--- config.mk ---
export PLATFORM = sky130hd
export DESIGN_NAME = balance_mode_supervisor_top
export DESIGN_NICKNAME = d
export VERILOG_FILES = /design/src/bms_pkg.sv /design/src/bms_monitor.sv /design/src/bms_mode.sv /design/src/balance_mode_supervisor_top.sv
export SDC_FILE = /design/constraint.sdc
export NUM_CORES = 1
export LEC_CHECK = 0
export BUFFER_PORTS_ARGS = -buffer_cell sky130_fd_sc_hd__buf_2
export CAP_MARGIN = 20
export CORE_UTILIZATION = 30
export DETAILED_ROUTE_END_ITERATION = 8
export SYNTH_ARGS = -nofsm -noshare
export SYNTH_HDL_FRONTEND = slang
export SYNTH_SLANG_ARGS = --single-unit
--- constraint.sdc ---
create_clock -name clk -period 8.8 [get_ports clk]
set_input_delay 0.44 -clock clk [delete_from_list [all_inputs] [get_ports clk]]
set_output_delay 0.44 -clock clk [all_outputs]
set_load 0.01 [all_outputs]
--- src/bms_pkg.sv ---
// ---------------------------------------------------------------------------
// bms_pkg
// Shared types and constants for the balance mode supervisor: request and
// result payloads, configuration set, check flags, mode and register codes.
// ---------------------------------------------------------------------------
`default_nettype none

package bms_pkg;

    // motion modes
    typedef enum logic [1:0] {
        MODE_DISARMED  = 2'd0,
        MODE_BALANCING = 2'd1,
        MODE_FALLEN    = 2'd2,
        MODE_FAULT     = 2'd3
    } mode_t;

    // request commands
    typedef enum logic {
        CMD_STEP = 1'b0,
        CMD_SET  = 1'b1
    } cmd_t;

    // configuration register indexes
    localparam int CFG_INDEX_WIDTH = 3;
    localparam int CFG_DATA_WIDTH  = 16;

    typedef enum logic [CFG_INDEX_WIDTH-1:0] {
        CFG_IMU_FALLEN   = 3'd0,
        CFG_IMU_FATAL    = 3'd1,
        CFG_MOTOR_FALLEN = 3'd2,
        CFG_MOTOR_FATAL  = 3'd3,
        CFG_TILT_KILL    = 3'd4,
        CFG_DUMP_SECS    = 3'd5
    } cfg_idx_t;

    // register reset values
    localparam logic [15:0]        IMU_FALLEN_RST   = 16'd100;
    localparam logic [15:0]        IMU_FATAL_RST    = 16'd500;
    localparam logic [15:0]        MOTOR_FALLEN_RST = 16'd100;
    localparam logic [15:0]        MOTOR_FATAL_RST  = 16'd500;
    localparam logic signed [15:0] TILT_KILL_RST    = 16'sd2867;
    localparam logic [15:0]        DUMP_SECS_RST    = 16'd0;

    // dump length used when dump_secs is zero
    localparam logic [15:0] DUMP_DEFAULT = 16'd30;

    // largest absolute tilt in Q3.12
    localparam logic [15:0] TILT_ABS_MAX = 16'h7fff;

    typedef struct packed {
        logic              cmd;
        logic [1:0]        set_mode;
        logic [31:0]       now_time;
        logic [31:0]       imu_ok_time;
        logic [31:0]       imu_irq_time;
        logic [31:0]       motor_ok_time;
        logic              fused_ok;
        logic signed [15:0] tilt;
        logic              accel_tilt_valid;
        logic signed [15:0] accel_tilt;
    } bms_in_t;

    typedef struct packed {
        logic        mode_diff;
        logic [1:0]  mode_after;
        logic        motor_off;
        logic        reset_controller;
        logic        dump_request;
        logic [15:0] dump_length;
        logic        drive_allowed;
    } bms_out_t;

    typedef struct packed {
        logic [15:0]        imu_fallen_ms;
        logic [15:0]        imu_fatal_ms;
        logic [15:0]        motor_fallen_ms;
        logic [15:0]        motor_fatal_ms;
        logic signed [15:0] tilt_kill;
        logic [15:0]        dump_secs;
    } bms_cfg_t;

    // outcome of the tilt and link checks for one request
    typedef struct packed {
        logic kill_hit;
        logic imu_fallen;
        logic motor_fallen;
        logic imu_fatal;
        logic irq_fatal;
        logic motor_fatal;
    } bms_flags_t;

endpackage

`default_nettype wire

--- src/bms_monitor.sv ---
// ---------------------------------------------------------------------------
// bms_monitor
// Tilt kill and link timeout checks for one request. Ages are taken modulo
// 2^TIME_WIDTH; a time of zero means never seen and never times out.
// ---------------------------------------------------------------------------
`default_nettype none

module bms_monitor #(
    parameter int TIME_WIDTH = 32
) (
    input  bms_pkg::bms_in_t    req,
    input  bms_pkg::bms_cfg_t   cfg,
    output bms_pkg::bms_flags_t flags
);
    import bms_pkg::*;

    logic [TIME_WIDTH-1:0] now_t;
    logic [TIME_WIDTH-1:0] imu_t;
    logic [TIME_WIDTH-1:0] irq_t;
    logic [TIME_WIDTH-1:0] mot_t;
    logic [15:0]           tilt_abs;
    logic [15:0]           accel_abs;
    logic                  kill_on;
    logic                  kill_hit;

    // seen and older than the limit
    function automatic logic timed_out(
        input logic [TIME_WIDTH-1:0] now_v,
        input logic [TIME_WIDTH-1:0] then_v,
        input logic [15:0]           limit
    );
        logic [TIME_WIDTH-1:0] age;
        begin
            age = now_v - then_v;
            timed_out = (then_v != '0) && (age > TIME_WIDTH'(limit));
        end
    endfunction

    // absolute value with the most negative code saturated
    function automatic logic [15:0] abs_sat(input logic signed [15:0] v);
        logic [15:0] neg;
        begin
            neg = 16'(-v);
            if (!v[15])
            begin
                abs_sat = 16'(v);
            end
            else if (v == 16'sh8000)
            begin
                abs_sat = TILT_ABS_MAX;
            end
            else
            begin
                abs_sat = neg;
            end
        end
    endfunction

    // times fitted to the counter width
    assign now_t = TIME_WIDTH'(req.now_time);
    assign imu_t = TIME_WIDTH'(req.imu_ok_time);
    assign irq_t = TIME_WIDTH'(req.imu_irq_time);
    assign mot_t = TIME_WIDTH'(req.motor_ok_time);

    // tilt kill, fused estimate first, accelerometer as fallback
    assign tilt_abs  = abs_sat(req.tilt);
    assign accel_abs = abs_sat(req.accel_tilt);
    assign kill_on   = !cfg.tilt_kill[15] && (cfg.tilt_kill != '0);

    always_comb
    begin
        kill_hit = 1'b0;
        if (kill_on)
        begin
            if (req.fused_ok)
            begin
                kill_hit = tilt_abs > 16'(cfg.tilt_kill);
            end
            else if (req.accel_tilt_valid)
            begin
                kill_hit = accel_abs > 16'(cfg.tilt_kill);
            end
        end
    end

    assign flags.kill_hit = kill_hit;

    // link timeouts
    assign flags.imu_fallen   = timed_out(now_t, imu_t, cfg.imu_fallen_ms);
    assign flags.motor_fallen = timed_out(now_t, mot_t, cfg.motor_fallen_ms);
    assign flags.imu_fatal    = timed_out(now_t, imu_t, cfg.imu_fatal_ms);
    assign flags.irq_fatal    = timed_out(now_t, irq_t, cfg.imu_fatal_ms);
    assign flags.motor_fatal  = timed_out(now_t, mot_t, cfg.motor_fatal_ms);

endmodule

`default_nettype wire

--- src/bms_mode.sv ---
// ---------------------------------------------------------------------------
// bms_mode
// Mode transition logic: applies a set command or a supervisor step to the
// current mode and forms the result fields.
// ---------------------------------------------------------------------------
`default_nettype none

module bms_mode (
    input  bms_pkg::bms_in_t    req,
    input  bms_pkg::bms_flags_t flags,
    input  logic [15:0]         dump_secs,
    input  bms_pkg::mode_t      mode,
    output bms_pkg::mode_t      mode_next,
    output bms_pkg::bms_out_t   res
);
    import bms_pkg::*;

    logic  fall;
    logic  fatal;
    logic  moved;
    mode_t mid_mode;

    // fall check only while balancing
    assign fall = (mode == MODE_BALANCING) &&
                  (flags.kill_hit || flags.imu_fallen || flags.motor_fallen);
    assign fatal = flags.imu_fatal || flags.irq_fatal || flags.motor_fatal;
    assign mid_mode = fall ? MODE_FALLEN : mode;

    // next mode and whether a step moved it
    always_comb
    begin
        mode_next = mode;
        moved     = 1'b0;
        case (cmd_t'(req.cmd))
            CMD_SET:
            begin
                mode_next = mode_t'(req.set_mode);
            end
            CMD_STEP:
            begin
                mode_next = mid_mode;
                moved     = fall;
                if (fatal && (mid_mode != MODE_DISARMED) && (mid_mode != MODE_FAULT))
                begin
                    mode_next = MODE_FAULT;
                    moved     = 1'b1;
                end
            end
            default:
            begin
                mode_next = mode;
            end
        endcase
    end

    // result fields
    always_comb
    begin
        res.mode_diff        = mode_next != mode;
        res.mode_after       = mode_next;
        res.motor_off        = moved;
        res.reset_controller = moved;
        res.dump_request     = (req.cmd == CMD_STEP) && fall;
        res.dump_length      = (dump_secs == '0) ? DUMP_DEFAULT : dump_secs;
        res.drive_allowed    = mode_next == MODE_BALANCING;
    end

endmodule

`default_nettype wire

--- src/balance_mode_supervisor_top.sv ---
// ---------------------------------------------------------------------------
// balance_mode_supervisor_top
// Motion mode supervisor for a balancing robot with request and result
// channels and a plain register write port.
// ---------------------------------------------------------------------------
// Every request gives exactly one result. A request is captured in an input
// register, the checks and the mode update are combinational, and the result
// is held in an output register. One request per cycle is sustained while
// results are taken. The rate is set by the loop through the mode register:
// each request sees the mode left by the one before. A stalled result stalls
// the input register, and the request port then holds ready low. Register
// writes are taken at once, with no read-back; writes to indexes past the
// last register are ignored. After reset the mode is disarmed and the
// registers hold 100, 500, 100, 500 ms, tilt kill 2867 (Q3.12) and dump
// length 0 (30 s).
// ---------------------------------------------------------------------------
`default_nettype none

module balance_mode_supervisor_top #(
    parameter int TIME_WIDTH = 32
) (
    input  logic                                  clk,
    input  logic                                  rst_n,
    input  logic                                  in_valid,
    output logic                                  in_ready,
    input  bms_pkg::bms_in_t                      in_data,
    output logic                                  out_valid,
    input  logic                                  out_ready,
    output bms_pkg::bms_out_t                     out_data,
    input  logic                                  cfg_write,
    input  logic [bms_pkg::CFG_INDEX_WIDTH-1:0]   cfg_index,
    input  logic [bms_pkg::CFG_DATA_WIDTH-1:0]    cfg_data
);
    import bms_pkg::*;

    logic       in_valid_reg;
    bms_in_t    in_data_reg;
    logic       out_valid_reg;
    bms_out_t   out_data_reg;
    mode_t      mode_reg;
    mode_t      mode_next;
    bms_cfg_t   cfg_reg;
    bms_flags_t flags;
    bms_out_t   res;
    logic       advance;

    // pipeline flow
    assign advance   = in_valid_reg && (!out_valid_reg || out_ready);
    assign in_ready  = !in_valid_reg || advance;
    assign out_valid = out_valid_reg;
    assign out_data  = out_data_reg;

    // configuration registers
    always_ff @(posedge clk or negedge rst_n)
    begin
        if (!rst_n)
        begin
            cfg_reg.imu_fallen_ms   <= IMU_FALLEN_RST;
            cfg_reg.imu_fatal_ms    <= IMU_FATAL_RST;
            cfg_reg.motor_fallen_ms <= MOTOR_FALLEN_RST;
            cfg_reg.motor_fatal_ms  <= MOTOR_FATAL_RST;
            cfg_reg.tilt_kill       <= TILT_KILL_RST;
            cfg_reg.dump_secs       <= DUMP_SECS_RST;
        end
        else if (cfg_write)
        begin
            case (cfg_index)
                CFG_IMU_FALLEN:   cfg_reg.imu_fallen_ms   <= cfg_data;
                CFG_IMU_FATAL:    cfg_reg.imu_fatal_ms    <= cfg_data;
                CFG_MOTOR_FALLEN: cfg_reg.motor_fallen_ms <= cfg_data;
                CFG_MOTOR_FATAL:  cfg_reg.motor_fatal_ms  <= cfg_data;
                CFG_TILT_KILL:    cfg_reg.tilt_kill       <= signed'(cfg_data);
                CFG_DUMP_SECS:    cfg_reg.dump_secs       <= cfg_data;
                default:
                begin
                end
            endcase
        end
    end

    // input register
    always_ff @(posedge clk or negedge rst_n)
    begin
        if (!rst_n)
        begin
            in_valid_reg <= 1'b0;
        end
        else if (in_ready)
        begin
            in_valid_reg <= in_valid;
        end
    end

    always_ff @(posedge clk)
    begin
        if (in_valid && in_ready)
        begin
            in_data_reg <= in_data;
        end
    end

    // checks and mode update
    bms_monitor #(
        .TIME_WIDTH (TIME_WIDTH)
    ) u_monitor (
        .req   (in_data_reg),
        .cfg   (cfg_reg),
        .flags (flags)
    );

    bms_mode u_mode (
        .req          (in_data_reg),
        .flags        (flags),
        .dump_secs    (cfg_reg.dump_secs),
        .mode         (mode_reg),
        .mode_next    (mode_next),
        .res          (res)
    );

    // mode and result registers
    always_ff @(posedge clk or negedge rst_n)
    begin
        if (!rst_n)
        begin
            mode_reg      <= MODE_DISARMED;
            out_valid_reg <= 1'b0;
        end
        else if (advance)
        begin
            mode_reg      <= mode_next;
            out_valid_reg <= 1'b1;
        end
        else if (out_ready)
        begin
            out_valid_reg <= 1'b0;
        end
    end

    always_ff @(posedge clk)
    begin
        if (advance)
        begin
            out_data_reg <= res;
        end
    end

    // checks on the supervisor's own logic
    a_mode_tracks_result: assert property (@(posedge clk) disable iff (!rst_n)
        advance |=> (out_data_reg.mode_after == mode_reg))
        else $error("mode register differs from the last result mode");

    a_dump_disables: assert property (@(posedge clk) disable iff (!rst_n)
        out_valid_reg && out_data_reg.dump_request |-> out_data_reg.motor_off)
        else $error("dump requested without disabling the motors");

    a_move_changes_mode: assert property (@(posedge clk) disable iff (!rst_n)
        out_valid_reg && out_data_reg.motor_off |-> out_data_reg.mode_diff)
        else $error("motors disabled without a mode change");

    a_stall_blocks_input: assert property (@(posedge clk) disable iff (!rst_n)
        out_valid_reg && !out_ready && in_valid_reg |-> !in_ready)
        else $error("request taken while the pipeline is stalled");

endmodule

`default_nettype wire

; ---- After elaboration in Yosys (flattened, before gate mapping)
; Cells that the tools add are included.
[word_totals]
output_inout_bits = 25
inputBits = 189
reg_bits = 287
[classes]
add_sub_neg = 5
mux = 13
magnitude_cmp = 7
eq_ne = 11
bitwise_logic = 1
n_reduce_logical = 35
[ops]
columns = operator, n
row1 = $gt 32x16->1, 5
row2 = $reduce_bool 32->1, 3
row3 = $sub 32x32->32, 3
row4 = $mux 16, 4
row5 = $eq 16x16->1 const B, 2
row6 = $gt 16x16->1, 2
row7 = $neg 16->16, 2
row8 = $logic_not 16->1, 1
row9 = $reduce_bool 16->1, 1
row10 = $logic_and 1x1->1, 12
row11 = $reduce_and 2->1, 6
row12 = $eq 3x2->1 const B, 2
row13 = $eq 3x3->1 const B, 2
row14 = $logic_or 1x1->1, 6
row15 = $mux 1, 6
row16 = $eq 2x1->1 const B, 2
row17 = $mux 2, 2
row18 = $pmux 2 s2, 1
row19 = $reduce_bool 2->1, 2
row20 = $eq 3x1->1 const B, 1
row21 = $logic_not 1->1, 3
row22 = $logic_not 3->1, 1
row23 = $ne 2x2->1, 1
row24 = $ne 2x2->1 const B, 1
row25 = $not 1->1, 1

; ---- Depth between registers and ports, before layout
[depth]
ltp_word = 17
ltp_mapped = 23
ltp_nobuf = 23

; ---- Modules after synthesis
; From an unflattened synthesis, not the netlist that was laid out.
[unflattened]
hier_cells = 1867
hier_area_um2 = 19361.1
[modules_own_cells]
columns = mod, n_inst, seq_area_each_um2, cells_each, area_per_inst_um2
row1 = balance_mode_supervisor_top, 1, 8179.1, 410, 9562.9
row2 = bms_monitor, 1, 0.0, 1409, 9522.9
row3 = bms_mode, 1, 0.0, 48, 275.3

; ---- Least setup slack after synthesis
; OpenSTA, ideal clock, no wires.
[synth_timing]
path_kind = input -> register
start = input out_ready
end = register in_data_reg[0] in the netlist's numbering, enable pin
slack_ns = 3.821
path_buffers = 0
arrival_time_ns = 4.434
setup_ns = 0.545
required_ns = 8.255
stages = 2
path_cell_list = nand3b_1 > and2_1
[synth_between]
elab_chain_len = 4
[synth_lines]
columns = element, line_no
row1 = start: declaration, balance_mode_supervisor_top.sv:28  ; input logic out_ready,
row2 = $logic_or 1x1->1, balance_mode_supervisor_top.sv:48  ; assign advance = in_valid_reg && (!out_valid_reg || out_ready);
row3 = $logic_and 1x1->1, balance_mode_supervisor_top.sv:48
row4 = $logic_or 1x1->1, balance_mode_supervisor_top.sv:49  ; assign in_ready = !in_valid_reg || advance;
row5 = $logic_and 1x1->1, balance_mode_supervisor_top.sv:96  ; if (in_valid && in_ready)
row6 = end signal: assignment, balance_mode_supervisor_top.sv:98  ; in_data_reg <= in_data;
row7 = end: declaration, balance_mode_supervisor_top.sv:37  ; bms_in_t in_data_reg;
; Every way passes these cells.
; A chain may end at the register's enable or synchronous reset.

; ---- Worst setup path after layout
[layout_timing]
start = register in_data_reg[134] in the netlist's numbering
end = register out_data_reg, in the netlist out_data[21], data pin
[layout_between]
elab_chain_len = 12
[layout_lines]
columns = element, line_no
row1 = $sub 32x32->32, bms_monitor.sv:34  ; age = now_v - then_v;
row2 = $gt 32x16->1, bms_monitor.sv:35  ; timed_out = (then_v != '0) && (age > TIME_WIDTH'(limit));
row3 = $logic_and 1x1->1, bms_monitor.sv:35
row4 = $logic_or 1x1->1 (2 in series), bms_mode.sv:25  ; (flags.kill_hit || flags.imu_fallen || flags.motor_fallen);
row5 = $logic_and 1x1->1, bms_mode.sv:24  ; assign fall = (mode == MODE_BALANCING) &&
row6 = $mux 2, bms_mode.sv:27  ; assign mid_mode = fall ? MODE_FALLEN : mode;
row7 = $reduce_bool 2->1, bms_mode.sv:43  ; if (fatal && (mid_mode != MODE_DISARMED) && (mid_mode != MODE_FAULT))
row8 = $logic_and 1x1->1 (2 in series), bms_mode.sv:43
row9 = $mux 2 (*), bms_mode.sv:43
row10 = $pmux 2 s2 (*), bms_mode.sv:34  ; case (cmd_t'(req.cmd))
row11 = named net mode_next[1], balance_mode_supervisor_top.sv:41  ; mode_t mode_next;
row12 = end signal: assignment, balance_mode_supervisor_top.sv:143  ; out_data_reg <= res;
row13 = end: declaration, balance_mode_supervisor_top.sv:39  ; bms_out_t out_data_reg;
; The timed path passes the listed nets; every way through them passes the cells marked *.

==> results <==
- The global placer's final weighted congestion is 0.921.
- The arrival time reported for the critical path endpoint is 5420 ps.
- The layout has 6,466 filler cells.
- The share of power burned in combinational logic is 0.304.
- For met1 alone, demand over resource in global routing was 0.235.
- The cell area that synthesis handed to floorplanning was 19,200 µm².
- At the pin with the least slew margin, the transition time is 1070 ps.
- Across the run, the number of max-cap violations was 0.
- Dividing the synthesized area by the synthesized cell count gives 9.76 µm².
- The number of remaining DRC errors is 0.
- The leading cell type in the layout, fill and taps excluded is buf_2.
- The register with the most flip-flops in the layout has 165 of them.
- 0 antenna diodes ended up in the layout.
- The share of final-layout standard cells stronger than drive strength 1 is 0.167.
- The power per cell area is 199 nW/µm².
- The worst setup path is launched from a flop.
- In the global route stage, met3 resource usage came out at 0.0213.
- TritonCTS built the clock tree.
- The first global-routing pass estimated 85,800 µm of wire.
- The initial antenna violation count was 0.
- Setup repair after global routing left no endpoint under its margin.
- After synthesis the netlist holds a flip-flop and latch count of 287.
- The buffer levels on the longest clock path is 3.
- The peak-usage layer in the global routing report is met2.
- The leakage power total is 9.43 nW.
- The die covers 64,900 µm².
- The latest clock arrival within the worst-skew pair is 560 ps.
- The maximum vdd drop is 0.107 mV.
- The area growth from synthesis to final layout is 15.7%.
- Counting distinct cell types in the post-synthesis netlist gives 92.
- Entering global routing, the biggest net connects 86 pins.
- The maximum level of the CTS H-tree is 2.
- The register area is 8150 µm².
- The count of flip-flops with a built-in enable after synthesis is 187.
- The final-stage net count is 2,558.
- Measured against its own limit, the worst slew margin works out to 0.287.
- The critical path is of the reg -> reg type.
- The final-layout setup total negative slack is 0 ps.
- The pre-antenna-repair detailed-routing pass consisted of 5 iterations.
- Clock tree synthesis selected as its root buffer the cell clkbuf_16.
- In the final routed layout, each cell accounts on average for 18.8 µm.
- The number of hold violations in the final report is 0.
- The initialized floorplan defines 92 standard-cell rows.
- The number of pins with negative max-slew slack in the final report is 0.
- The worst hold path belongs to the class in -> reg.
- The highest clock rate is 194 MHz.
- The portion of total power attributed to sequential cells is 0.396.
- Counting every instance in the synthesized netlist gives 1,964.
- The violation count after the first detailed-route iteration is 871.
- In the synthesized netlist the dominant register cell turns out to be edfxtp_1.
- With fillers left out, the area of the finished cells amounts to 22,200 µm².
- The number of I/O pins is 214.
- The global-route met2 utilization is 0.289.
- After synthesis, the share of flip-flops with an asynchronous set or reset is 0.348.
- The critical path data required time is 9080 ps.
- Counting every sink on the clock net gives 287.
- The die is 255 µm wide.
- The reported net switching power is 0.00148 W.
- Summed over all layers, the routed wires come to 56,900 µm.
- Leaving out fill and tap cells, the most frequent cells in the layout are buf_2 (213), ha_1 (207), inv_1 (197).
- The count of synthesis-stage warnings from yosys is 0.
- The run finished with clean final reports.
- Post-CTS timing repair inserted 0 buffers for setup.
- The total via count after detailed routing is 15,600.
- Once detailed placement completed, the half-perimeter wirelength came to 45,700 µm.
- The via count of the first global-routing pass is 15,200.
- Setup violations remaining at the end of the flow were counted as 0.
- Buffers inserted during clock tree synthesis total 34.
- The clock transition at the registers of the reported paths is 60 ps.
- In this run the cell area measured after placement is 21,100 µm².
- After detailed placement, the design holds a cell count of 2,968.
- The starting density of the core is 0.304.
- The overall track demand over capacity in global routing is 0.173.
- The kind of end point of the critical path is a flop.
- Global routing finished with a remaining overflow of 0.
- During placement, the flow inserted port buffers numbering 213.
- The number of standard cells in the layout, taps in and fillers out is 3,030.
- The portion of the post-synthesis area used by sequential elements is 0.425.
- Using the TritonRoute via totals, the vias-per-cell ratio works out to 5.14.
- When the netlist entered floorplanning its net count stood at 2,363.
- The detail route stage leaves a number of antenna-violating nets equal to 0.
- The core area is 63,100 µm².
- Of all nets on the critical path, the largest fanout is 5.
- The final clock period utilization by the worst path is 0.585.
- Of the total power, the share spent switching nets is 0.335.
- The internal power of the cells totals 0.00294 W.
- The multi-input combinational cells in the finished layout cover a total of 10,100 µm².
- Of the total power, the clock network draws 0.300.
- The share of the core filled with cells in the final layout is 0.352.
- On the final layout, the worst clock skew is 19.6 ps.
- The chip height is 255 µm.
- The final critical delay including setup and external delays is 5140 ps.
[kinds of logic after synthesis]
kind of cell             count (synthesis)  share of synthesized area
adder cells (fa/ha/maj)                210                      0.138
buffers and inverters                  260                     0.0527
XOR/XNOR                                88                     0.0402
multiplexers                            48                     0.0275
AND/OR/NAND/NOR                        566                      0.149
flip-flops                             287                      0.425
AO/OA/AOI/OAI                          505                      0.167
[critical path, stage by stage (launching register included)]
cell and delay, ps:
edfxtp_1 520, ha_1 410, nand2_1 100, a211oi_2 350, o21ai_0 180, o21ai_0 300, nand3_1 110, and2_1 170
xnor2_1 340, ha_1 330, a21o_1 160, a21o_1 170, a21oi_1 140, o21ai_0 100, a21oi_1 140, nor3_1 70
a31oi_1 390, o211ai_1 230, nor2b_4 200, nor4_2 360, a21boi_1 120
[layer usage]
layer,wire [µm],vias to the layer above
met5,0,-
met4,1210,0
met3,2570,67
met2,26800,378
met1,26300,7525
li1,-,7596
[what timing repair did]
item	4_1_cts	5_1_grt
hold endpoints to repair	33	0
resized for setup	0	0
hold buffers	1	0
[power groups by stage]
stage                     Clock (W)  Sequential (W)  Combinational, W
after global placement            0         0.00177           0.00130
final                       0.00133         0.00175           0.00134
after detailed placement          0         0.00178           0.00133
after floorplan                   0         0.00174          0.000954
after CTS                   0.00137         0.00175           0.00134
after global routing        0.00142         0.00177           0.00151
[final timing paths]
path,from,slack [ps],endpoint,cells after the start
setup / recovery,in_data_reg[134],3660,out_data[21],20
hold reg to reg,cfg_reg[10],470,out_data[11],0
hold / removal,in_data[25],60,in_data_reg[25],1
setup reg to reg,in_data_reg[134],3660,out_data[21],20
max in group asynchronous,rst_n,7190,cfg_reg[61],3
min in group asynchronous,rst_n,470,cfg_reg[12],2
[per-stage QoR]
stage,total power (W),hold WS (ps),setup slack [ps]
global placement,0.00307,455,3730
CTS,0.00446,25.3,3650
floorplan,0.00270,144,3820
detailed placement,0.00311,459,3670
global route,0.00469,33.2,3200
finish,0.00442,61.3,3660
[cells in the mapped netlist (6+ instances only)]
library cell | n | area, µm²
a31oi_1 | 10 | 62.6
o2111ai_1 | 7 | 61.3
dfrtp_1 | 75 | 1880
a21oi_1 | 147 | 736
buf_2 | 9 | 45.0
ha_1 | 207 | 2590
o21ai_1 | 14 | 70.1
or3_1 | 9 | 56.3
nor4_1 | 43 | 269
nor2_1 | 82 | 308
nor2b_1 | 24 | 150
or4_1 | 6 | 45.0
o21a_1 | 28 | 210
and3_1 | 11 | 68.8
dfstp_2 | 25 | 657
mux2_2 | 37 | 417
nand2b_1 | 30 | 188
inv_1 | 197 | 739
a21o_1 | 35 | 263
nand3_1 | 39 | 195
clkbuf_1 | 50 | 188
a211oi_1 | 8 | 60.1
or2_2 | 6 | 37.5
xnor2_1 | 45 | 394
and2_1 | 10 | 62.6
edfxtp_1 | 187 | 5620
o31ai_1 | 18 | 135
mux2i_1 | 11 | 110
xor2_1 | 43 | 377
nand4_1 | 55 | 344
o21ai_0 | 133 | 666
nor3_1 | 28 | 140
o21bai_1 | 11 | 82.6
nand2_1 | 195 | 732
o211ai_1 | 25 | 188
[cell type report]
cell class | count | share of cell area
clock buffer | 42 | 0.0397
clock inverter | 19 | 0.00694
inverter | 197 | 0.0333
multi-input combinational | 1417 | 0.454
sequential | 287 | 0.367
tap | 846 | 0.0477
timing repair buffer | 222 | 0.0512
No activity file was read; power rests on OpenSTA's default activity.
